[src/rtl/r2q_pkg.sv]
`default_nettype none
package r2q_pkg;
   localparam int DataWidth = 16;
   localparam int FracBits  = 14;
   localparam int AccWidth  = DataWidth + 3;
   localparam int SumWidth  = DataWidth + 1;
   localparam int ArgWidth  = DataWidth + 1;
   localparam int RadWidth  = 2 * ((ArgWidth + FracBits + 1) / 2);
   localparam int RootWidth = RadWidth / 2;
   localparam int RemWidth  = RootWidth + 2;
   localparam int DivWidth  = RootWidth + 1;
   localparam int QuotWidth = DataWidth + 1;
   localparam int DendWidth = SumWidth + FracBits;
   localparam int CmpWidth  = DivWidth + QuotWidth;
   localparam int Lanes     = 3;
   localparam int FifoDepth = 4;
   localparam int PtrWidth  = $clog2(FifoDepth);

   typedef enum logic [1:0] {SEL_W, SEL_X, SEL_Y, SEL_Z} sel_type;

   typedef struct packed {
      logic signed [DataWidth-1:0] r00;
      logic signed [DataWidth-1:0] r01;
      logic signed [DataWidth-1:0] r02;
      logic signed [DataWidth-1:0] r10;
      logic signed [DataWidth-1:0] r11;
      logic signed [DataWidth-1:0] r12;
      logic signed [DataWidth-1:0] r20;
      logic signed [DataWidth-1:0] r21;
      logic signed [DataWidth-1:0] r22;
   } req_type;

   typedef struct packed {
      logic signed [DataWidth-1:0] quat_w;
      logic signed [DataWidth-1:0] quat_x;
      logic signed [DataWidth-1:0] quat_y;
      logic signed [DataWidth-1:0] quat_z;
      logic                        degenerate;
   } rsp_type;

   // classified word: major component, sqrt argument, off-diagonal numerators
   typedef struct packed {
      sel_type                          sel;
      logic [ArgWidth-1:0]              arg;
      logic [Lanes-1:0][SumWidth-1:0]   num;
   } item_type;

   typedef struct packed {
      sel_type               sel;
      logic [Lanes-1:0]      neg;
      logic [Lanes-1:0]      ovf;
      logic [RootWidth:0]    major;
      logic                  degenerate;
   } ctl_type;

   function automatic logic [DataWidth-1:0] sat_quot(input logic [QuotWidth-1:0] q,
                                                     input logic ovf, input logic neg);
      logic [QuotWidth-1:0] lim;
      logic [QuotWidth-1:0] qs;
      lim = QuotWidth'(1) << (DataWidth - 1);
      qs  = (ovf || q > lim) ? lim : q;
      if (neg)
         return DataWidth'(-qs);
      else if (qs >= lim)
         return {1'b0, {(DataWidth-1){1'b1}}};
      else
         return qs[DataWidth-1:0];
   endfunction
endpackage
`default_nettype wire

[src/rtl/r2q_fifo.sv]
`default_nettype none
module r2q_fifo (
   input  wire logic              clock,
   input  wire logic              reset,
   input  wire logic              push,
   input  wire r2q_pkg::item_type push_item,
   output logic                   full,
   input  wire logic              pop,
   output logic                   empty,
   output r2q_pkg::item_type      head
);
   localparam int PW = r2q_pkg::PtrWidth;

   r2q_pkg::item_type mem_ff [r2q_pkg::FifoDepth];
   logic [PW-1:0] wr_ff, wr_in, rd_ff, rd_in;
   logic [PW:0]   count_ff, count_in;

   assign full  = count_ff == (PW+1)'(r2q_pkg::FifoDepth);
   assign empty = count_ff == '0;
   assign head  = mem_ff[rd_ff];

   always_comb begin
      wr_in    = push ? wr_ff + 1'b1 : wr_ff;
      rd_in    = pop ? rd_ff + 1'b1 : rd_ff;
      count_in = count_ff + (PW+1)'(push) - (PW+1)'(pop);
   end

   always_ff @(posedge clock) begin
      if (reset) begin
         wr_ff    <= '0;
         rd_ff    <= '0;
         count_ff <= '0;
      end else begin
         wr_ff    <= wr_in;
         rd_ff    <= rd_in;
         count_ff <= count_in;
      end
   end

   always_ff @(posedge clock) begin
      if (push)
         mem_ff[wr_ff] <= push_item;
   end

`ifndef NO_ASSERTIONS
   a_no_overflow: assert property (@(posedge clock) disable iff (reset) !(push && full))
      else $error("queue written while full");
   a_no_underflow: assert property (@(posedge clock) disable iff (reset) !(pop && empty))
      else $error("queue read while empty");
   a_count_track: assert property (@(posedge clock) disable iff (reset)
      (push && !pop) |=> (count_ff == $past(count_ff) + 1'b1))
      else $error("queue count lost a push");
`endif
endmodule
`default_nettype wire

[config.mk]
export PLATFORM = sky130hd
export DESIGN_NAME = r2q_fifo
export DESIGN_NICKNAME = d
export VERILOG_FILES = /design/src/rtl/r2q_pkg.sv /design/src/rtl/r2q_fifo.sv
export SDC_FILE = /design/constraint.sdc
export NUM_CORES = 1
export LEC_CHECK = 0
export BUFFER_PORTS_ARGS = -buffer_cell sky130_fd_sc_hd__buf_2
export CORE_AREA = 2 2 140 210
export CTS_CLUSTER_DIAMETER = 80
export DETAILED_ROUTE_END_ITERATION = 7
export DIE_AREA = 0 0 142 212
export PLACE_DENSITY = 0.63
export SETUP_SLACK_MARGIN = 0.2
export SYNTH_ARGS = -nofsm -noshare
export SYNTH_HDL_FRONTEND = slang
export SYNTH_SLANG_ARGS = --single-unit
[constraint.sdc]
create_clock -name clock -period 2.55 [get_ports clock]
set_input_delay 0.255 -clock clock [delete_from_list [all_inputs] [get_ports clock]]
set_output_delay 0.255 -clock clock [all_outputs]
set_load 0.05 [all_outputs]
== Word level (Yosys, flattened, before mapping) ==
Memory sizes are Yosys's and may differ from the RTL's. A register that Yosys moved wholly into a read port is not among the register bits.
Cells that the tools add are included.
Operators by class
  $lt $le $gt $ge: 0
  add/subtract/negate cells: 4
  equal/unequal tests: 1
  divide/modulo/power cells: 0
  muxes and demuxes: 4
  multiply operators: 0
  bitwise operators: 0
  reductions and logical operators: 1
  shifts and indexed selects: 0
Operators with widths (count)
  $add A2 B1 Y2 const B: 2
  $mux W2: 2
  $add A3 B1 Y3: 1
  $eq A3 B3 Y1 const B: 1
  $logic_not A3 Y1: 1
  $sub A3 B1 Y3: 1
  $mux W1: 2
Storage, ports and cells
  output and inout bits: 72
  memories: 1
  memory bits (read-only): 0
  bits in latches: 0
  logic and storage cells: 14
  register bits: 7
  input bits: 74
  RAM bits: 280
Memory list
  mem_ff: depth 4, width 70, read ports 1, clocked after Yosys merged registers in 1, wr ports 1, RTL line r2q_fifo.sv:14  | r2q_pkg::item_type mem_ff [r2q_pkg::FifoDepth];

== Depth between registers and ports, before layout ==
Gate-level depths: netlist (run 1).
  depth in word-level cells: 3
  mapped depth: 7
  depth with buffers taken out: 7

== Least setup slack after synthesis (run 1) ==
OpenSTA, ideal clock, no wires.
  path kind: reg-to-reg
  from: register wr_ff[0]
  to: memory mem_ff[0][0] (netlist bit), enable pin
  required time: 2.115 ns
  slack: -0.068 ns
  arrival time: 2.182 ns
  cell stages (with the launch flop): 4
  path buffers: 0
  cell sequence: dfxtp_1 -> inv_1 -> ha_1 -> and2_1
RTL lines
  start, declared: RTL line r2q_fifo.sv:15  | logic [PW-1:0] wr_ff, wr_in, rd_ff, rd_in;
  start signal, assigned: RTL line r2q_fifo.sv:34  | wr_ff <= wr_in;
  end, declared: RTL line r2q_fifo.sv:14
Straight into the memory's write port.

==> tab_implementation.tex, run 1 <==
\begin{tabular}{lr}
\hline
Metric & Value \\
\hline
\multicolumn{2}{l}{\textbf{Floorplan}} \\
\quad Floorplan die height & 212 µm \\
\quad Initial core utilization & 0.3733 \\
\quad DIE AREA & between 30000 and 40000 µm² \\
\quad Row Count & 76 \\
\quad Area of the core & 28430 µm² \\
\quad Number of placed I/O pins & around 150 \\
\quad Die Width & 142 µm \\
\multicolumn{2}{l}{\textbf{Setup path}} \\
\quad CP Data Required Time & approximately 2.3 ns \\
\quad Critical path data arrival time & 1.98 ns \\
\quad Worst Setup End Kind & output port \\
\quad Cells on worst reg2reg path & 7 \\
\quad Crit path launch type & register \\
\quad Critical path class & register to output port \\
\quad Top fanout value on the critical path & 14 \\
\multicolumn{2}{l}{\textbf{GRT}} \\
\quad Initial antenna violation count & 2 \\
\quad Global-route wire length before repair & 31.27 mm \\
\quad Tot GR Track Use & 0.1376 \\
\quad Pin count of the biggest net entering global routing & just over 70 \\
\quad Via count of the first global-routing pass & approximately 5600 \\
\quad Total global routing overflow & 0 \\
\multicolumn{2}{l}{\textbf{Yosys}} \\
\quad Ranking of synthesized cells by area & edfxtp\_1 (79\%), mux4\_2 (15\%), dfxtp\_1 (1.7\%) \\
\quad Synthesized instance count & 408 \\
\quad Area of the mapped netlist & 10610 µm² \\
\quad Share of Yosys cell area claimed by the top area cell type & 0.7922 \\
\quad Post-synthesis cell type count & 21 \\
\quad Number of flip-flops and latches in the synthesized netlist & 289 \\
\quad Average size of a mapped cell & 26.01 µm² \\
\quad Post-synthesis sequential area ratio & 0.8091 \\
\quad Total of warnings raised by yosys & 0 \\
\quad Mapped Nets & about 490 \\
\quad Dominant cell type by area after synthesis & edfxtp\_1 \\
\multicolumn{2}{l}{\textbf{Power and ir drop}} \\
\quad Share of power burned in the clock network & 0.366 \\
\quad Fraction of power consumed by combinational cells & 0.149 \\
\quad Total net switching power & 0.002779 W \\
\quad Max VDD drop & roughly 500 µV \\
\quad Power density over the cells & 841.2 nW/µm² \\
\quad Leakage power total & 4.632 nW \\
\quad Sequential power share & 0.485 \\
\quad Switching Fraction & 0.2442 \\
\quad Internal power & 0.008600 W \\
\multicolumn{2}{l}{\textbf{Placement}} \\
\quad Placer Congestion & 0.7013 \\
\quad Dpl hpwl & about 12 mm \\
\quad Dpl cell area & 11810 µm² \\
\quad Count of port buffers added during placement & 145 \\
\quad Dpl ws & 0.6102 ns \\
\multicolumn{2}{l}{\textbf{Detailed routing}} \\
\quad Overall routed net length & slightly above 20 mm \\
\quad Router iterations before antenna repair & 4 \\
\quad Vias after detailed routing & around 5000 \\
\quad Via-per-instance ratio & 4.860 \\
\quad DRC violation count after routing & 0 \\
\quad Number of violations reported at the end of detailed-routing iteration 0 & 213 \\
\quad Number of nets with antenna violations after routing & 0 \\
\quad Wire length per cell after detailed routing & 20.09 µm \\
\multicolumn{2}{l}{\textbf{Timing}} \\
\quad Crit path time final & 2.233 ns \\
\quad Final Hold Fails & 0 \\
\quad Count of pins over their slew limit & 0 \\
\quad Final cycle utilization of the critical path & 0.8757 \\
\quad Least setup slack across all paths after layout & 0.3169 ns \\
\quad Least-Margin Pin Slew & $\sim$0.47 ns \\
\quad F\_max & 0.4478 GHz \\
\quad Max-slew headroom & 0.6888 \\
\quad Setup repair after global routing missed its margin & false \\
\quad Setup-violating endpoint count in the final report & 0 \\
\quad Sum Neg Setup Slack & 0 ns \\
\quad Hold slack & 0.07587 ns \\
\quad Worst clock skew & 0.01767 ns \\
\multicolumn{2}{l}{\textbf{Outcome}} \\
\quad Result of the run & finished clean \\
\multicolumn{2}{l}{\textbf{Flow run}} \\
\quad Maxcap violations & 0 \\
\multicolumn{2}{l}{\textbf{Clocking}} \\
\quad Clock edge transition at the registers on the reported setup and hold paths & 0.06 ns \\
\quad Longest Clk Path Bufs & 3 \\
\quad Clock tree from TritonCTS & yes \\
\quad Number of buffers created by CTS & 27 \\
\quad Clock root buffer & clkbuf\_16 \\
\quad CTS Sinks & 289 \\
\quad H-tree depth & 1 \\
\quad Later-pin clock latency in the skew report & 0.53 ns \\
\multicolumn{2}{l}{\textbf{Final layout}} \\
\quad Synthesis-to-layout area growth & 27.44\% \\
\quad Final \#Nets & between 700 and 800 \\
\quad Cell area after layout & 13530 µm² \\
\quad Ratio of cells with drive above 1 in the final layout & 0.4172 \\
\quad Filler cell count & 2304 \\
\multicolumn{2}{l}{\textbf{Hold path}} \\
\quad Instance count along the most critical hold path & 3 \\
\quad Min-Delay Path Class & input port to register \\
\hline
\end{tabular}
## final cells by class
| cell class | instances | area, µm² | area share |
|---|---|---|---|
| Antenna cell | 1 | 2.502 | 0.0001850 |
| Clock buffer | 34 | 742.0 | 0.05485 |
| Clock inverter | 15 | 197.7 | 0.01461 |
| Inverter | 6 | 22.52 | 0.001665 |
| Multi-Input combinational cell | 97 | 1823 | 0.1348 |
| Sequential cell | 289 | 8596 | 0.6355 |
| Tap cell | 351 | 439.2 | 0.03247 |
| Timing Repair Buffer | 235 | 1704 | 0.1260 |
## through the flow
step           power [W]  cells    util
4_1_cts          0.01153   1027  0.4757
6_report         0.01138   1028  0.4758
3_3_place_gp    0.007191    902  0.4154
5_1_grt          0.01177   1028  0.4758
2_1_floorplan   0.006803    408       -
3_5_place_dp    0.007231    902  0.4154
## Yosys cell counts, drive strengths merged
cell    instances
xor3            1
nor2b           2
ha              6
and3            1
xnor2           2
edfxtp        280
mux2i           1
nand3b          1
a21bo           1
inv             6
a21oi           1
buf            16
nor3            1
dfxtp           9
nor2            5
mux4           70
and2            4
fa              1
## logic make-up (layout without fill, tap and decap cells)
group / Yosys count / after routing / synth area share
XOR/XNOR: 3 / 3 / 0.003890
AND/OR/NAND/NOR: 14 / 14 / 0.007073
multiplexers: 71 / 71 / 0.1495
flip-flops: 289 / 289 / 0.8091
AO/OA/AOI/OAI: 2 / 2 / 0.001414
other: 0 / 1 / 0
adder cells (fa/ha/maj): 7 / 7 / 0.008959
buffers and inverters: 22 / 290 / 0.02004
## layout by cell type (no fill, tap or decap), drive strengths merged
cell and count:
a21bo 1, a21oi 1, and2 4, and3 1
buf 164, bufinv 5, clkbuf 34, clkinv 10
dfxtp 9, diode 1, dlygate4sd3 71, edfxtp 280
fa 1, ha 6, inv 6, mux2i 1
mux4 70, nand3b 1, nor2 5, nor2b 2
nor3 1, xnor2 2, xor3 1
## worst paths after layout
kind,start,to,slack [ns]
hold reg to reg,rd_ff[0],register,0.53
setup / recovery,register,head[18],0.32
setup reg to reg,count_ff[0],count_ff[2],0.75
hold / removal,pop,register,0.08
## power groups by stage
stage	Sequential [W]	Combinational [W]	Clock (W)
global route	0.00553	0.00179	0.00444
floorplan	0.00560	0.00120	0
detailed placement	0.00564	0.00159	0
CTS	0.00552	0.00173	0.00428
global placement	0.00562	0.00157	0
finish	0.00552	0.00170	0.00417
## critical path, cell delays in order (launching register included)
cell and delay, ns:
dfxtp_4 0.39, buf_12 0.14, buf_12 0.17, mux4_2 0.52, buf_2 0.23
## what timing repair did
item | 4_1_cts | 5_1_grt
gates resized for setup | 0 | 0
hold buffers | 71 | 0
setup endpoints to repair | 59 | 0
buffers inserted | 5 | 0
endpoints found under the hold margin | 288 | 0
## sequential cells by signal, summed over array words and instances, names as in the netlist, named ones only
register	count
wr_ff	2
count_ff	3
rd_ff	2
mem_ff	280
## layer usage
layer / vias up / track usage / routed length, µm
met5: - / 0 / 14
met4: 2 / 0.04759 / 420
met3: 29 / 0.02072 / 724
met2: 114 / 0.2537 / 11210
met1: 2614 / 0.1630 / 8284
li1: 2237 / - / -
Note: power is estimated with default switching activity, not from simulation.
==> run 2: changes to the inputs <==
--- a/config.mk
+++ b/config.mk
@@ -7,6 +7,7 @@
 export LEC_CHECK = 0
 export BUFFER_PORTS_ARGS = -buffer_cell sky130_fd_sc_hd__buf_2
 export CORE_AREA = 2 2 140 210
+export CTS_BUF_LIST = sky130_fd_sc_hd__clkbuf_8 sky130_fd_sc_hd__clkbuf_16
 export CTS_CLUSTER_DIAMETER = 80
 export DETAILED_ROUTE_END_ITERATION = 7
 export DIE_AREA = 0 0 142 212
==> constraint.sdc (replaced) <==
create_clock -name clock -period 2 [get_ports clock]
set_input_delay 0.2 -clock clock [delete_from_list [all_inputs] [get_ports clock]]
set_output_delay 0.2 -clock clock [all_outputs]
set_load 0.05 [all_outputs]
==> run 2 against run 1 <==
Against the previous run: the flow now finishes with violations (negative setup slack); combinational power grew 48%; final area grew 4.1%; count of clock-buffer cells in the layout shrank 5; core utilization grew 2.0 points; largest power group unchanged; register-to-register slack lost 0.40 ns.
==> tab_implementation.tex, run 2 (synthesis gave the netlist of run 1 again) <==
\begin{tabular}{lr}
\hline
Metric & Value \\
\hline
\multicolumn{2}{l}{\textbf{Outcome}} \\
\quad Result of the run & complete, but fails checks \\
\quad Violated checks & negative setup slack \\
\multicolumn{2}{l}{\textbf{Power and ir drop}} \\
\quad Fraction of power consumed by combinational cells & 0.168 \\
\quad Internal power & 0.01119 W \\
\quad Max VDD drop & 680.0 µV \\
\quad Share of power burned in the clock network & 0.360 \\
\quad Sequential power share & 0.472 \\
\quad Power density over the cells & 1059 nW/µm² \\
\quad Switching Fraction & 0.2500 \\
\quad Total net switching power & 0.003728 W \\
\quad Leakage power total & 4.840 nW \\
\multicolumn{2}{l}{\textbf{Placement}} \\
\quad Dpl hpwl & about 12 mm \\
\quad Instance count after placement with tap cells included & about 900 \\
\quad Dpl cell area & 11840 µm² \\
\quad Placer Congestion & 0.6751 \\
\quad Count of port buffers added during placement & 145 \\
\multicolumn{2}{l}{\textbf{Setup path}} \\
\quad Critical path data arrival time & between 1.5 and 2 ns \\
\quad CP Data Required Time & approximately 1.8 ns \\
\quad Worst r2r dst & count\_ff[2] \\
\quad Critical path class & register to output port \\
\quad Top fanout value on the critical path & 8 \\
\quad Crit path launch type & register \\
\quad Worst setup slack for register-to-register paths & 0.35 ns \\
\quad Cells on worst reg2reg path & 7 \\
\quad Startpoint of the most critical register-to-register path & count\_ff[0] \\
\quad Worst Setup End Kind & output port \\
\multicolumn{2}{l}{\textbf{Timing}} \\
\quad Least setup slack across all paths after layout & -0.1771 ns \\
\quad Final Hold Fails & 0 \\
\quad Final cycle utilization of the critical path & 1.089 \\
\quad Least-Margin Pin Slew & approximately 0.45 ns \\
\quad Crit path time final & 2.177 ns \\
\quad Count of pins over their slew limit & 0 \\
\quad F\_max & 0.4593 GHz \\
\quad Max-slew headroom & 0.6983 \\
\quad Worst clock skew & around 0.013 ns \\
\quad Setup-violating endpoint count in the final report & 69 \\
\quad Setup repair after global routing missed its margin & true \\
\quad Sum Neg Setup Slack & -8.163 ns \\
\multicolumn{2}{l}{\textbf{Clocking}} \\
\quad Later-pin clock latency in the skew report & 0.55 ns \\
\quad Clock tree from TritonCTS & yes \\
\quad Longest Clk Path Bufs & 3 \\
\quad Clock edge transition at the registers on the reported setup and hold paths & 0.06 ns \\
\quad Clock root buffer & clkbuf\_16 \\
\quad Number of buffers created by CTS & 27 \\
\quad H-tree depth & 1 \\
\quad CTS Sinks & 289 \\
\multicolumn{2}{l}{\textbf{GRT}} \\
\quad Global-route layer with the greatest usage & met2 \\
\quad Pin count of the biggest net entering global routing & 45 \\
\quad Global-route wire length before repair & 31.37 mm \\
\quad Global Route met2 Usage & 0.2595 \\
\quad Initial antenna violation count & 2 \\
\quad Total global routing overflow & 0 \\
\quad Met1 track demand over resource in global routing & 0.1584 \\
\quad Global routing usage on met3 & 0.02410 \\
\quad Tot GR Track Use & 0.1387 \\
\quad Via count of the first global-routing pass & 5616 \\
\multicolumn{2}{l}{\textbf{Final layout}} \\
\quad Non-Filler Instances & 1035 \\
\quad Largest register FFs & 280 \\
\quad Filler cell count & between 2000 and 2500 \\
\quad Largest regs & mem\_ff: 280 flops, count\_ff: 3 flops \\
\quad Cell area after layout & roughly 14000 µm² \\
\quad Top reg by flops & mem\_ff \\
\quad Ratio of cells with drive above 1 in the final layout & 0.4202 \\
\quad Final \#Nets & 743 \\
\quad Most common cell after layout, fill and taps aside & edfxtp\_1 \\
\quad Final core utilization & 0.4954 \\
\quad Synthesis-to-layout area growth & 32.70\% \\
\quad Most frequent cells in the layout & edfxtp\_1 (280), buf\_2 (75), dlygate4sd3\_1 (72), mux4\_2 (70), buf\_6 (63) \\
\multicolumn{2}{l}{\textbf{Detailed routing}} \\
\quad Number of nets with antenna violations after routing & 0 \\
\quad Overall routed net length & $\sim$21 mm \\
\quad Wire length per cell after detailed routing & 20.31 µm \\
\quad Via-per-instance ratio & 4.818 \\
\quad DRC violation count after routing & 0 \\
\quad Number of violations reported at the end of detailed-routing iteration 0 & 210 \\
\quad Vias after detailed routing & $\sim$5000 \\
\quad Router iterations before antenna repair & 4 \\
\multicolumn{2}{l}{\textbf{Floorplan}} \\
\quad Floorplan die height & 212 µm \\
\quad Die Width & 142 µm \\
\quad Number of placed I/O pins & $\sim$150 \\
\quad Row Count & 76 \\
\quad Area of the core & between 20000 and 30000 µm² \\
\quad DIE AREA & around 30000 µm² \\
\quad Initial core utilization & 0.3733 \\
\multicolumn{2}{l}{\textbf{Hold path}} \\
\quad Instance count along the most critical hold path & 3 \\
\quad Origin of the worst min-delay path & push \\
\quad Hold-critical path endpoint & wr\_ff[1] \\
\quad Min-Delay Path Class & input port to register \\
\multicolumn{2}{l}{\textbf{Flow run}} \\
\quad Maxcap violations & 0 \\
\hline
\end{tabular}
## run 2: how the worst max path moves through the flow
| stage | from | endpoint | slack, ns | cells past startpoint |
|---|---|---|---|---|
| detailed placement | count_ff[0] | count_ff[2] | 0.18 | 7 |
| finish | register | head[10] | -0.18 | 5 |
| global placement | count_ff[0] | count_ff[2] | 0.22 | 7 |
| global route | register | head[10] | -0.25 | 5 |
| floorplan | count_ff[0] | count_ff[2] | 0.30 | 7 |
| CTS | register | head[10] | -0.21 | 5 |
## run 2: final cells by class
class / instances / area, µm² / share of cell area
Sequential cell: 289 / 8596 / 0.6103
Clock inverter: 21 / 237.7 / 0.01688
Tap cell: 351 / 439.2 / 0.03118
Clock buffer: 29 / 703.2 / 0.04992
Inverter: 6 / 22.52 / 0.001599
Timing Repair Buffer: 241 / 2261 / 0.1605
Antenna cell: 1 / 2.502 / 0.0001777
Multi-Input combinational cell: 97 / 1823 / 0.1294
## run 2: metrics by stage
stage          hold WS (ns)  setup slack (ns)  total power, W
2_1_floorplan        0.2716            0.3000        0.008674
3_3_place_gp         0.4085            0.2188        0.009172
3_5_place_dp         0.4189            0.1764        0.009230
4_1_cts             0.04772           -0.2120         0.01511
5_1_grt             0.08163           -0.2523         0.01544
6_report            0.07227           -0.1771         0.01491
## run 2: timing repair
item / CTS / global route
gates resized for setup: 140 / 0
endpoints found under the setup margin: 71 / 70
pin swaps: 1 / 0
hold endpoints to repair: 289 / 0
hold buffers: 72 / 0
setup buffers: 6 / 0
gates cloned: 2 / 1
## run 2: power groups by stage
stage	logic (W)	registers, W	clock network [W]
after global placement	0.00202	0.00716	0
after floorplan	0.00154	0.00714	0
after global routing	0.00264	0.00705	0.00575
final	0.00251	0.00703	0.00537
after CTS	0.00254	0.00704	0.00553
after detailed placement	0.00205	0.00718	0
## run 2: layer usage
metal | up-vias | routed length (µm)
met5 | - | 13
met4 | 2 | 432
met3 | 28 | 862
met2 | 115 | 11650
met1 | 2593 | 8062
li1 | 2249 | -
## run 2: critical path, stage by stage (launching register included)
cell and delay [ns]:
dfxtp_4 0.38, buf_12 0.11, buf_12 0.11, buf_16 0.13
mux4_2 0.52, buf_6 0.17
