==> src/rtl/r2q_pkg.sv <==
`default_nettype none
package r2q_pkg;
   localparam int DataWidth = 16;
   localparam int FracBits  = 14;
   localparam int AccWidth  = DataWidth + 3;
   localparam int SumWidth  = DataWidth + 1;
   localparam int ArgWidth  = DataWidth + 1;
   localparam int RadWidth  = 2 * ((ArgWidth + FracBits + 1) / 2);
   localparam int RootWidth = RadWidth / 2;
   localparam int RemWidth  = RootWidth + 2;
   localparam int DivWidth  = RootWidth + 1;
   localparam int QuotWidth = DataWidth + 1;
   localparam int DendWidth = SumWidth + FracBits;
   localparam int CmpWidth  = DivWidth + QuotWidth;
   localparam int Lanes     = 3;
   localparam int FifoDepth = 4;
   localparam int PtrWidth  = $clog2(FifoDepth);

   typedef enum logic [1:0] {SEL_W, SEL_X, SEL_Y, SEL_Z} sel_type;

   typedef struct packed {
      logic signed [DataWidth-1:0] r00;
      logic signed [DataWidth-1:0] r01;
      logic signed [DataWidth-1:0] r02;
      logic signed [DataWidth-1:0] r10;
      logic signed [DataWidth-1:0] r11;
      logic signed [DataWidth-1:0] r12;
      logic signed [DataWidth-1:0] r20;
      logic signed [DataWidth-1:0] r21;
      logic signed [DataWidth-1:0] r22;
   } req_type;

   typedef struct packed {
      logic signed [DataWidth-1:0] quat_w;
      logic signed [DataWidth-1:0] quat_x;
      logic signed [DataWidth-1:0] quat_y;
      logic signed [DataWidth-1:0] quat_z;
      logic                        degenerate;
   } rsp_type;

   // classified word: major component, sqrt argument, off-diagonal numerators
   typedef struct packed {
      sel_type                          sel;
      logic [ArgWidth-1:0]              arg;
      logic [Lanes-1:0][SumWidth-1:0]   num;
   } item_type;

   typedef struct packed {
      sel_type               sel;
      logic [Lanes-1:0]      neg;
      logic [Lanes-1:0]      ovf;
      logic [RootWidth:0]    major;
      logic                  degenerate;
   } ctl_type;

   function automatic logic [DataWidth-1:0] sat_quot(input logic [QuotWidth-1:0] q,
                                                     input logic ovf, input logic neg);
      logic [QuotWidth-1:0] lim;
      logic [QuotWidth-1:0] qs;
      lim = QuotWidth'(1) << (DataWidth - 1);
      qs  = (ovf || q > lim) ? lim : q;
      if (neg)
         return DataWidth'(-qs);
      else if (qs >= lim)
         return {1'b0, {(DataWidth-1){1'b1}}};
      else
         return qs[DataWidth-1:0];
   endfunction
endpackage
`default_nettype wire

==> src/rtl/r2q_front.sv <==
`default_nettype none
module r2q_front (
   input  wire r2q_pkg::req_type req,
   output r2q_pkg::item_type     item
);
   localparam int AW = r2q_pkg::AccWidth;
   localparam int SW = r2q_pkg::SumWidth;

   logic signed [AW-1:0] m00, m11, m22, one, trace, arg_raw;
   logic signed [SW-1:0] d21_12, d02_20, d10_01, s01_10, s02_20, s12_21;

   assign m00 = AW'(req.r00);
   assign m11 = AW'(req.r11);
   assign m22 = AW'(req.r22);
   assign one = AW'(1) <<< r2q_pkg::FracBits;
   assign trace = m00 + m11 + m22;

   assign d21_12 = SW'(req.r21) - SW'(req.r12);
   assign d02_20 = SW'(req.r02) - SW'(req.r20);
   assign d10_01 = SW'(req.r10) - SW'(req.r01);
   assign s01_10 = SW'(req.r01) + SW'(req.r10);
   assign s02_20 = SW'(req.r02) + SW'(req.r20);
   assign s12_21 = SW'(req.r12) + SW'(req.r21);

   always_comb begin
      if (trace > 0) begin
         item.sel = r2q_pkg::SEL_W;
         arg_raw  = trace + one;
         item.num = {d10_01, d02_20, d21_12};
      end else if (m00 > m11 && m00 > m22) begin
         item.sel = r2q_pkg::SEL_X;
         arg_raw  = one + m00 - m11 - m22;
         item.num = {s02_20, s01_10, d21_12};
      end else if (m11 > m22) begin
         item.sel = r2q_pkg::SEL_Y;
         arg_raw  = one + m11 - m00 - m22;
         item.num = {s12_21, s01_10, d02_20};
      end else begin
         item.sel = r2q_pkg::SEL_Z;
         arg_raw  = one + m22 - m00 - m11;
         item.num = {s12_21, s02_20, d10_01};
      end
      item.arg = arg_raw[AW-1] ? '0 : arg_raw[r2q_pkg::ArgWidth-1:0];
   end
endmodule
`default_nettype wire

==> config.mk <==
export PLATFORM = sky130hd
export DESIGN_NAME = r2q_front
export DESIGN_NICKNAME = d
export VERILOG_FILES = /design/src/rtl/r2q_pkg.sv /design/src/rtl/r2q_front.sv
export SDC_FILE = /design/constraint.sdc
export NUM_CORES = 1
export LEC_CHECK = 0
export BUFFER_PORTS_ARGS = -buffer_cell sky130_fd_sc_hd__buf_2
export CAP_MARGIN = 5
export CORE_ASPECT_RATIO = 0.9
export CORE_MARGIN = 1
export CORE_UTILIZATION = 46
export DETAILED_ROUTE_END_ITERATION = 7
export GPL_TIMING_DRIVEN = 1
export PLACE_DENSITY = 0.77
export SLEW_MARGIN = 40
export SYNTH_ARGS = -nofsm -noshare
export SYNTH_HDL_FRONTEND = slang
export SYNTH_SLANG_ARGS = --single-unit
==> constraint.sdc <==
create_clock -name vclk -period 8.4
set_input_delay 1.68 -clock vclk [all_inputs]
set_output_delay 1.68 -clock vclk [all_outputs]
set_load 0.1 [all_outputs]
# Word-level counts from Yosys, hierarchy flattened
# Index checks and enable logic that the tools add are counted.
# totals
ff_bits	0
output_inout_bits	70
elab_cells	33
# classes
addsub	18
magnitude_cmp	4
muxes	10
reduce_logical	1
# op_table
cell	count
$mux W51	2
$add A16 B16 Y17	4
$mux W19	3
$sub A18 B16 Y19	3
$sub A17 B16 Y18	3
$add A16 B16 Y17 const A	3
$sub A16 B16 Y17	3
$gt A16 B16 Y1	3
$mux W34	1
$add A18 B16 Y19 const B	1
$add A17 B16 Y18	1
$gt A18 B1 Y1 const B	1
$mux W17	1
$mux W2	2
$logic_and A1 B1 Y1	1
$mux W1	1

# Depth between registers and ports, before layout
# Gate-level depths: netlist of run 1.
# logic_depth
ltp_word	7
depth_mapped	23

# Least setup slack after synthesis of run 1
# Ideal clock, no wire load.
# synth_path
path_type	input to output
start	input req[1] (netlist bit)
end	output item[52] (netlist bit)
t_arrival_ps	7897
t_required_ps	6720
path_slack_ps	-1177
cell_stages	22
path_buffers	2
cell_sequence	inv_1 -> fa_1 -> inv_1 -> ha_1 -> fa_1 -> a311oi_2 -> o41a_2 -> o211ai_4 -> o311ai_2 -> nand2_1 -> a21oi_1 -> xnor2_1 -> inv_1 -> ha_1 -> nor4b_1 -> nand4_1 -> nor3_1 -> nand4_1 -> o31a_1 -> buf_6 -> buf_2 -> o31ai_1
# synth_lines
item	line	source
from (decl)	r2q_front.sv:3	input wire r2q_pkg::req_type req,
to (decl)	r2q_front.sv:4	output r2q_pkg::item_type item

==> flow_results.org, run 1 <==
** STA
- Total Negative Setup Slacks :: 0 ps
- Final hold vios :: 0
- The clock period could shrink to around 8200 ps.
- Final Cycle Share :: between 90% and 100%
- Max Slew Vio Count :: 0
- Endpoints failing setup :: 0
- At the pin with the least slew margin, the transition time is 792 ps.
- Measured against its own limit, the worst slew margin works out to between 40% and 50%.
- Setup repair after global routing left no endpoint under its margin.
- Worst setup slack after layout :: 200 ps
- Upper clock frequency limit :: around 120 MHz

** Yosys
- Adder-cell share of the synthesized area :: slightly above 40%
- For this run, the register share of the synthesized area comes to 0%.
- Count of cell types in the netlist :: 77
- Most frequent cells after synthesis :: sky130_fd_sc_hd__ha_1 (294), sky130_fd_sc_hd__inv_1 (222), sky130_fd_sc_hd__a21oi_1 (108)
- Area leader, netlist :: sky130_fd_sc_hd__ha_1
- Dominant combinational cell family by area after synthesis :: adder cells
- After technology mapping, the gate count stands at ~1,600.
- Of the total synthesized cell area, the portion taken by XOR and XNOR cells is around 9%.
- Mux contribution to synthesized area :: under 10%
- Area fraction in compound gates after synthesis :: between 20% and 30%
- Post-synth top area share :: between 20% and 30%
- After synthesis, the mean cell area works out to slightly below 8 µm².
- Top cells by area, synth :: sky130_fd_sc_hd__ha_1 (29%), sky130_fd_sc_hd__fa_1 (12%), sky130_fd_sc_hd__inv_1 (6.6%)
- Top-count cell post-synth :: sky130_fd_sc_hd__ha_1
- Mapped Area :: between 10,000 and 15,000 µm²
- Net count of the mapped netlist :: about 2,100
- Synthesized-area fraction occupied by and/or/nand/nor cells :: 15.4%
- During synthesis, Yosys emitted a total of 0 warnings.

** Setup path
- Along the worst path, the maximum fanout reaches 16.
- Arrival time worst endpoint :: around 6500 ps
- For the worst setup path, the data required time is about 6700 ps.
- Critical path class :: in2out
- The worst setup path is launched from a primary input.
- STA classifies the critical path endpoint as an output port.

** Detailed routing
- The first routing iteration left roughly 700 violations.
- Per-cell routed wire length :: 18.7 µm
- The first detailed-routing pass ran for 5 iterations.
- The count of nets left with antenna violations once routing finished came out at 0.
- After detailed routing, the number of remaining DRC violations is 0.
- Overall routed net length :: 40.8 mm
- Number of vias per cell after detailed routing :: about 5.6
- Via total after detailed routing :: ~12,000

** Cells and area
- The design has 0 sequential cells.
- Area grow syn2layout :: 22.4%
- The post-route netlist has about a fifth of its cells at a drive strength greater than 1.
- The sequential cells in the finished layout cover a total of 0 µm².
- Post-layout instance count excluding filler cells :: about 2,200
- At the end of the flow, the number of nets in the layout was roughly 2,300.
- After routing the design area is roughly 16,000 µm².
- Count of clock-net buffers in the final layout :: 0

** Floorplan
- Total number of placement rows :: 57
- The die is 159 µm tall.
- Once the floorplan was initialized, standard cells occupied between 40% and 50% of the core.
- The die is roughly 180 µm wide.
- Count of boundary I/O pins :: ~210
- The floorplan step defined a die boundary enclosing about 28,000 µm².
- The core region is 27,000 µm².

** Pwr
- For this design the static power due to leakage is slightly below 0.008 µW.
- In this run the power density over the cells is 230 nW/µm².
- In this run the power spent charging and discharging nets is 2330 µW.
- VDD IR-drop max :: about 0.3 mV
- Clock network power share :: 0%
- Per report_power, the sequential group accounts for 0% of the total.
- Switching share of total power :: about two thirds
- Cell-internal power :: 1240 µW
- Combinational cells account for 100.0% of the total power.

** Status
- Result of the run :: finished clean

** Global route
- The number of antenna violations at the first check in global routing is 6.
- For this run, the total global-route usage over all layers was measured as between 20% and 30%.
- First-pass GRT wire length :: about 64 mm
- Summed over all layers, the global routing overflow is 0.
- Vias in the first global route :: 12,100
- Entering global routing, the biggest net connects 43 pins.

** Place
- Once placement completed, the tool counted placed cells totaling 2,166.
- Sum of net half-perimeters after detailed placement :: between 30 and 40 mm
- In this run the tool buffered the top-level ports with 214 buffer cells.
- Before CTS, the worst setup slack after placement is about 13 ps.
- Cell area after placement :: approximately 15,000 µm²
- Routability-driven placement finished with a final weighted congestion of roughly 0.98.

** Clock network
- For this design, the CTS-stage hold fixing added 0 buffers.

** Worst hold path
- The tightest min-delay check is of the in2out type.

** Run
- The tool flagged a number of max-cap violations equal to 0.
cell families after synthesis:
group | Yosys count
AO/OA/AOI/OAI | 403
XOR/XNOR | 128
adder cells (fa/ha/maj) | 371
AND/OR/NAND/NOR | 395
buffers and inverters | 272
multiplexers | 57
area by class of cell:
type,instances,area [µm²]
Antenna cell,3,7.51
Fill cell,2504,11500
Inverter,224,848
Multi-Input combinational cell,1354,12000
Tap cell,354,443
Timing Repair Buffer,246,2230
power by group through the flow:
stage | Sequential (µW) | Combinational [µW] | Clock, µW
floorplan | 0 | 2420 | 0
global placement | 0 | 3460 | 0
detailed placement | 0 | 3480 | 0
CTS | 0 | 3500 | 0
global route | 0 | 3740 | 0
finish | 0 | 3570 | 0.0000478
through the flow:
step,util [%],hold WS (ps),power [µW]
after global routing,57.4,3950,3740
after floorplan,-,3800,2420
after CTS,56.6,3940,3500
after global placement,56.6,3950,3460
after detailed placement,56.6,3940,3480
final,57.4,3940,3570
layer usage:
metal	global-route usage (%)	up-vias	routed length [µm]
met4	8.39	8	1510
li1	-	5973	-
met3	2.87	80	2130
met1	35.0	5806	17100
met5	0	-	49
met2	50.8	410	20000
worst max-delay path, stage by stage:
cell and delay [ps]:
sky130_fd_sc_hd__buf_2 130, sky130_fd_sc_hd__clkinvlp_4 150, sky130_fd_sc_hd__fa_1 500, sky130_fd_sc_hd__inv_1 40, sky130_fd_sc_hd__ha_2 180, sky130_fd_sc_hd__fa_2 430, sky130_fd_sc_hd__a311oi_2 260, sky130_fd_sc_hd__o41a_2 210
sky130_fd_sc_hd__o211ai_4 110, sky130_fd_sc_hd__o311ai_4 270, sky130_fd_sc_hd__nand2_1 120, sky130_fd_sc_hd__a21oi_2 160, sky130_fd_sc_hd__xnor2_1 110, sky130_fd_sc_hd__inv_1 60, sky130_fd_sc_hd__ha_1 130, sky130_fd_sc_hd__nor4b_2 190
sky130_fd_sc_hd__nand4_1 100, sky130_fd_sc_hd__nor3_1 140, sky130_fd_sc_hd__nand4_1 190, sky130_fd_sc_hd__o31ai_4 280, sky130_fd_sc_hd__buf_6 170, sky130_fd_sc_hd__buf_12 160, sky130_fd_sc_hd__nand2_4 60, sky130_fd_sc_hd__o211ai_1 380
sky130_fd_sc_hd__clkbuf_16 290
placed cells by master, fill, tap and decap left out, types with 9 or more instances in the layout:
cell and instances:
sky130_fd_sc_hd__ha_1 292, sky130_fd_sc_hd__inv_1 219, sky130_fd_sc_hd__buf_2 159, sky130_fd_sc_hd__nor2_1 105, sky130_fd_sc_hd__a21oi_1 101, sky130_fd_sc_hd__nand2_1 89
sky130_fd_sc_hd__xnor2_1 88, sky130_fd_sc_hd__fa_1 75, sky130_fd_sc_hd__o21ai_0 65, sky130_fd_sc_hd__buf_12 58, sky130_fd_sc_hd__xor2_1 40, sky130_fd_sc_hd__nor3_1 34
sky130_fd_sc_hd__mux2i_1 31, sky130_fd_sc_hd__nor2b_1 29, sky130_fd_sc_hd__nand2b_1 28, sky130_fd_sc_hd__o21bai_1 27, sky130_fd_sc_hd__nand3_1 22, sky130_fd_sc_hd__buf_4 22
sky130_fd_sc_hd__o211ai_1 19, sky130_fd_sc_hd__mux2_2 19, sky130_fd_sc_hd__a21o_1 17, sky130_fd_sc_hd__and3_1 16, sky130_fd_sc_hd__or3_1 16, sky130_fd_sc_hd__o21ai_2 15
sky130_fd_sc_hd__a31oi_1 15, sky130_fd_sc_hd__o21a_1 12, sky130_fd_sc_hd__o31ai_1 10, sky130_fd_sc_hd__a211oi_1 10, sky130_fd_sc_hd__or2_2 9
what timing repair did:
item / CTS / global route
setup buffers: 0 / 11
resized for setup: 1 / 23
endpoints found under the setup margin: 1 / 65
cloned: 0 / 1
pin swaps: 0 / 9
worst paths after layout:
kind,start,to,slack [ps],cells past startpoint
max,req[1],item[26],200,25
min,req[49],item[1],3940,4
Note: power is estimated with default switching activity, not from simulation.
==> run 2, diff against run 1 <==
Settings changed: PLACE_DENSITY 0.77 to 0.67.
==> flow_results.org, run 2 (same netlist as run 1, synthesis figures left out) <==
** Status
- Result of the run :: finished clean (unchanged)

** Detailed routing
- Number of vias per cell after detailed routing :: 5.60 (was 5.63)
- The uppermost layer routed was met5 (unchanged).
- Number of nets with antenna violations after detailed routing :: 0 (unchanged)
- The detailed-routed wire length on met2 is 17.9 mm (was 20.0 mm).
- The routed wire length on met3 came to 3.16 mm (was 2.13 mm).
- The number of DRC markers after the initial detailed-route iteration came to 936 (was 686).
- The iteration count of the initial detailed-routing pass was 5 (unchanged).
- Post-route DRC :: 0 (unchanged)
- The wire length on met1 came to 18.6 mm (was 17.1 mm).
- The routed length per instance is 18.4 µm (was 18.7 µm).
- Overall routed net length :: 40.3 mm (was 40.8 mm)
- Via total after detailed routing :: 12,300 (about the same)

** Global route
- Pin count of the biggest net entering global routing :: 42 (was 43)
- The global router's overall resource usage was 28.1% (was 28.2%).
- First-pass GRT wire length :: 63.9 mm (was 63.6 mm)
- Initial antenna violation count :: 12 (was 6)
- Overflow after GRT :: 0 (unchanged)
- The via count of the first global-routing pass is 12,200 (was 12,100).

** STA
- The number of max-slew violations in the final report came to 0 (unchanged).
- Max-Slew Margin vs Limit :: 51.4% (was 45.8%)
- The share of the clock period used by the worst path after layout was 96.7% (was 97.6%).
- Crit path time final :: 8120 ps (was 8200 ps)
- Endpoints failing setup :: 0 (unchanged)
- The number of hold violations in the final report was 0 (unchanged).
- Slew at the pin with the worst max-slew slack :: 729 ps (was 792 ps)
- Upper clock frequency limit :: 123 MHz (was 122 MHz)

** Setup path
- The critical setup path kind is in2out (unchanged).
- Kind of start point of the critical path :: primary input (unchanged)
- The kind of capture point of the worst setup path is an output port (unchanged).
- Arrival time worst endpoint :: 6440 ps (was 6520 ps)
- The endpoint required time on the critical path came to 6720 ps (about the same).
- Highest fanout seen on the critical path :: 12 (was 16)

** Floorplan
- Total core area :: 27,000 µm² (unchanged)
- Die Height :: 159 µm (unchanged)
- Initial Utilization :: 46.9% (unchanged)
- The area of the die came to 28,200 µm² (unchanged).
- The horizontal die dimension came to 177 µm (unchanged).
- The number of top-level pins came to 214 (unchanged).
- The placement row count came to 57 (unchanged).

** Place
- The number of input and output port buffers inserted was 214 (unchanged).
- The placed instance area was 15,300 µm² (about the same).
- Cell Count Post-Placement :: 2,177 (was 2,166)
- The final HPWL from detailed placement came to 34.7 mm (was 35.2 mm).
- Weighted congestion reported at the end of routability-driven placement :: 0.952 (was 0.984)

** Pwr
- Pwr Density :: 227 nW/µm² (was 230 nW/µm²)
- Leak pwr :: 0.00776 µW (was 0.00775 µW)
- The highest ir drop seen on vdd was 0.273 mV (was 0.301 mV).

** Cells and area
- Count of sequential standard cells :: 0 (unchanged)
- The count of filler cells inserted in the layout is 2,542 (was 2,504).
- The multi-input combinational cell area is 12,000 µm² (about the same).
- The final standard cell area without fillers is 15,500 µm² (about the same).
- Count of nets after finishing :: 2,347 (was 2,341)
- Count of clock-net buffers in the final layout :: 0 (unchanged)
- Commonest cells after routing, fill and taps aside: sky130_fd_sc_hd__ha_1 (292), sky130_fd_sc_hd__inv_1 (221), sky130_fd_sc_hd__buf_2 (161) (was sky130_fd_sc_hd__ha_1 (292), sky130_fd_sc_hd__inv_1 (219), sky130_fd_sc_hd__buf_2 (159)).
- The final cell count without fillers was 2,193 (was 2,181).
- Leading cell type in the layout, fill and taps excluded :: sky130_fd_sc_hd__ha_1 (unchanged)
- Area grow syn2layout :: 22.1% (was 22.4%)
- The share of cells above drive strength 1 is 19.3% (was 19.5%).
- Reg area :: 0 µm² (unchanged)

** Worst hold path
- The kind of path behind the tightest hold check is in2out (unchanged).

** Run
- Total of max-cap violations :: 0 (unchanged)
[run 2: cell types whose count changed in the layout (fill, tap and decap cells not counted), moves of 2 or more]
cell                      previous run  this run
sky130_fd_sc_hd__buf_6               4         2
sky130_fd_sc_hd__nor4_1              6         8
sky130_fd_sc_hd__diode_2             3         9
sky130_fd_sc_hd__mux2i_1            31        33
sky130_fd_sc_hd__nor4_2              2         0
sky130_fd_sc_hd__buf_2             159       161
sky130_fd_sc_hd__inv_1             219       221
sky130_fd_sc_hd__buf_12             58        55
sky130_fd_sc_hd__buf_4              22        31
[run 2: timing repair]
item,4_1_cts,5_1_grt
buffers inserted,0,5
hold buffers,0,0
setup endpoints to repair,0,58
resized for setup,0,9
[run 2: worst paths after layout]
| path | from | to | slack (ps) | cells after the start |
|---|---|---|---|---|
| max | req[66] | item[51] | 280 | 19 |
| min | req[112] | item[34] | 3900 | 4 |
[run 2: cell type report]
class | instances | area share (%)
multi-input combinational | 1355 | 77.2
timing repair buffer | 251 | 14.3
antenna | 9 | 0.145
inverter | 224 | 5.46
tap | 354 | 2.86
[run 2: layer usage]
metal / GRT usage, % / up-vias
met2: 45.0 / 453
met4: 4.70 / 2
li1: - / 6003
met5: 0 / -
met1: 39.9 / 5779
met3: 4.32 / 47
[run 2: critical path, cell delays in order]
cell and delay [ps]:
sky130_fd_sc_hd__buf_2 130, sky130_fd_sc_hd__inv_1 190, sky130_fd_sc_hd__fa_1 440, sky130_fd_sc_hd__inv_1 180, sky130_fd_sc_hd__ha_1 260, sky130_fd_sc_hd__ha_1 240, sky130_fd_sc_hd__fa_1 410, sky130_fd_sc_hd__a21oi_1 310
sky130_fd_sc_hd__nor2_1 140, sky130_fd_sc_hd__or3_1 430, sky130_fd_sc_hd__a311oi_1 330, sky130_fd_sc_hd__o21bai_1 170, sky130_fd_sc_hd__a21oi_1 250, sky130_fd_sc_hd__o21ai_0 130, sky130_fd_sc_hd__a221o_1 400, sky130_fd_sc_hd__nand2_1 160
sky130_fd_sc_hd__buf_12 180, sky130_fd_sc_hd__a21boi_1 90, sky130_fd_sc_hd__buf_2 300
[run 2: per-stage QoR]
stage	total power (µW)	hold WS (ps)	setup TNS (ps)	setup slack, ps	util [%]
6_report	3520	3900	0	281	57.3
2_1_floorplan	2420	3800	-2310	-332	-
4_1_cts	3460	3900	0	127	56.7
5_1_grt	3710	3930	-0.843	-0.843	57.2
3_5_place_dp	3450	3900	0	143	56.7
3_3_place_gp	3430	3890	0	225	56.7
[run 2: where the power goes]
group          total [µW]  switching (µW)  internal, µW   leakage, µW
clock            0.000144               0      0.000144  0.0000000570
combinational        3520            2300          1220       0.00776
sequential              0               0             0             0
total                3520            2300          1220       0.00776
==> run 3, diff against run 2 <==
==> constraint.sdc (replaced) <==
create_clock -name vclk -period 8.4
set_input_delay 0.42 -clock vclk [all_inputs]
set_output_delay 0.42 -clock vclk [all_outputs]
set_load 0.1 [all_outputs]
==> flow_results.org, run 3 (same netlist as run 1, synthesis figures left out) <==
** Setup path
- Critical path class :: in2out (unchanged)
- Cell with the largest stage delay on the worst path :: sky130_fd_sc_hd__o31ai_4 (was sky130_fd_sc_hd__fa_1)
- Kind of start point of the critical path :: primary input (unchanged)
- Cell count along the critical path :: 24 (was 19)
- Family with the most delay on the worst path :: compound AO/OA/AOI/OAI gates (unchanged)
- Stage delay of the slowest cell on the critical path :: 640 ps (was 440 ps)
- Worst setup path startpoint :: req[1] (was req[66])
- Most common cell type on the critical path :: sky130_fd_sc_hd__inv_1
- The kind of capture point of the worst setup path was an output port (unchanged).
- Critical path capture point :: item[26] (was item[51])
- Highest fanout seen on the critical path :: 36 (was 12)
- Arrival time worst endpoint :: 6460 ps (was 6440 ps)
- Count of buffer and inverter cells on the critical path :: 6 (was 5)
- The endpoint required time on the critical path is 7980 ps (was 6720 ps).
- Cells traversed along the worst timing path :: buf_2 > inv_1 > fa_1 > inv_1 > ha_1 > fa_1 > a311oi_2 > o41a_2 > o211ai_4 > o311ai_2 > nand2_1 > a21oi_1 > xnor2_1 > inv_1 > ha_1 > nor4b_1 > nand4_1 > nor3_1 > nand4_1 > o31ai_4 > buf_4 > nand2_1 > o211ai_1 > buf_2 (was buf_2 > inv_1 > fa_1 > inv_1 > ha_1 > ha_1 > fa_1 > a21oi_1 > nor2_1 > or3_1 > a311oi_1 > o21bai_1 > a21oi_1 > o21ai_0 > a221o_1 > nand2_1 > buf_12 > a21boi_1 > buf_2)

** Global route
- Initial antenna violation count :: 11 (was 12)
- The pin count of the biggest net entering global routing is 62 (was 42).
- All-Layer GR Usage :: 26.6% (was 28.1%)
- The remaining global-route overflow is 0 (unchanged).
- The via count of the first global-routing pass came to 11,600 (was 12,200).
- First-pass GRT wire length :: 60.6 mm (was 63.9 mm)

** STA
- Total Negative Setup Slacks :: 0 ps (unchanged)
- The final critical-path required period came to 6880 ps (was 8120 ps).
- Endpoints failing setup :: 0 (unchanged)
- Final hold vios :: 0 (unchanged)
- Worst setup slack after layout :: 1520 ps (was 281 ps)
- Upper clock frequency limit :: 145 MHz (was 123 MHz)
- Setup repair after global routing left no endpoint under its margin.
- The transition time of the tightest slew-check pin is 905 ps (was 729 ps).
- Max Slew Vio Count :: 0 (unchanged)
- The share of the clock period used by the worst path after layout came to 81.9% (was 96.7%).
- The relative slew slack came to 39.1% (was 51.4%).

** Cells and area
- The clock buffer instance count of the final layout came to 0 (unchanged).
- Core utilization of the finished layout :: 51.9% (was 57.3%)
- Commonest cells after routing, fill and taps aside :: sky130_fd_sc_hd__ha_1 (294), sky130_fd_sc_hd__inv_1 (222), sky130_fd_sc_hd__buf_2 (214) (was sky130_fd_sc_hd__ha_1 (292), sky130_fd_sc_hd__inv_1 (221), sky130_fd_sc_hd__buf_2 (161))
- The post-synthesis to final-layout area growth came to 10.8% (was 22.1%).
- Count of nets after finishing :: 2,313 (was 2,347)
- The number of sequential cells in the layout came to 0 (unchanged).
- The area taken by flip-flops and latches came to 0 µm² (unchanged).
- Cell area after layout :: 14,000 µm² (was 15,500 µm²)
- Leading cell type in the layout, fill and taps excluded :: sky130_fd_sc_hd__ha_1 (unchanged)
- Share of post-route cells with drive strength above 1 :: 15.1% (was 19.3%)

** Pwr
- Proportion of power drawn by flip-flops and latches :: 0% (about the same)
- Pwr Density :: 206 nW/µm² (was 227 nW/µm²)
- Clock network power share :: 0% (about the same)
- The combinational power share is 100.0% (about the same).
- NetSw :: 2120 µW (was 2300 µW)
- The highest ir drop seen on vdd was 0.212 mV (was 0.273 mV).
- The final total power came to 2890 µW (was 3520 µW).
- The leakage power is 0.00724 µW (was 0.00776 µW).
- Cell-internal power :: 769 µW (was 1220 µW)
- The switching portion of total power was 73.4% (was 65.3%).

** Detailed routing
- The number of nets with antenna violations after detailed routing is 0 (unchanged).
- Post-route DRC :: 0 (unchanged)
- The routed via count is 12,000 (was 12,300).
- The via-per-instance ratio was 5.58 (was 5.60).
- Per-cell routed wire length :: 17.8 µm (was 18.4 µm)
- The iteration count of the initial detailed-routing pass came to 6 (was 5).
- Overall routed net length :: 38.4 mm (was 40.3 mm)
- Iter 0 DRT Violations :: 867 (was 936)

** Status
- Result of the run: finished clean (unchanged).

** Clock network
- Number of hold buffers added after cts :: 0 (unchanged)
- Post-CTS setup buffer count :: 0 (unchanged)
- The number of gates resized after CTS came to 0 (unchanged).

** Run
- Total of max-cap violations :: 0 (unchanged)

** Place
- The worst slack at placement was 1540 ps (was 143 ps).
- The weighted congestion reported at the end of routability-driven placement came to 0.950 (was 0.952).
- Sum of net half-perimeters after detailed placement :: 32.9 mm (was 34.7 mm)
- Cell area after placement :: 14,000 µm² (was 15,300 µm²)
- Count of buffers inserted at the top-level ports :: 214 (unchanged)

** Floorplan
- Initial Utilization :: 46.9% (unchanged)
- Die Width :: 177 µm (unchanged)
- The placement row count came to 57 (unchanged).
- The core outline area was 27,000 µm² (unchanged).
- The number of top-level pins was 214 (unchanged).
- Die Footprint :: 28,200 µm² (unchanged)
- The y dimension of the die was 159 µm (unchanged).

** Worst hold path
- Worst min path class :: in2out (unchanged)
==> run 3: worst min path at each step <==
stage	startpoint	end	depth (start not counted)
3_5_place_dp	req[112]	item[34]	4
5_1_grt	req[48]	item[0]	4
3_3_place_gp	req[32]	item[17]	4
4_1_cts	req[112]	item[34]	4
6_report	req[48]	item[0]	4
2_1_floorplan	req[48]	item[34]	4
==> run 3: routing by layer <==
layer  vias to the layer above  wire, µm  global-route usage, %
met3                        56      3120                   4.61
met5                         -        57                      0
met1                      5590     18300                   38.9
met4                        10       679                   4.43
li1                       5926         -                      -
met2                       439     16200                   40.8
==> run 3: worst min-delay path, stage by stage <==
cell and delay (ps):
sky130_fd_sc_hd__buf_2 90, sky130_fd_sc_hd__ha_1 140, sky130_fd_sc_hd__o21ai_0 100, sky130_fd_sc_hd__buf_2 300
==> run 3: final cells by class <==
type	instances	area [µm²]
Timing Repair Buffer	218	1100
Tap cell	354	443
Multi-Input combinational cell	1354	11600
Antenna cell	6	15.0
Inverter	224	842
Fill cell	2621	13000
==> run 3: per-stage QoR <==
stage	hold slack (ps)	instances
global placement	1480	2150
global route	1520	2154
floorplan	1440	1626
detailed placement	1480	2150
finish	1480	2156
CTS	1480	2150
==> run 3: power by group through the flow <==
stage / Combinational, µW / Clock [µW] / Sequential (µW)
after floorplan: 2300 / 0 / 0
after global placement: 2840 / 0 / 0
after detailed placement: 2860 / 0 / 0
after CTS: 2870 / 0 / 0
after global routing: 3080 / 0.0000638 / 0
final: 2890 / 0.0000957 / 0
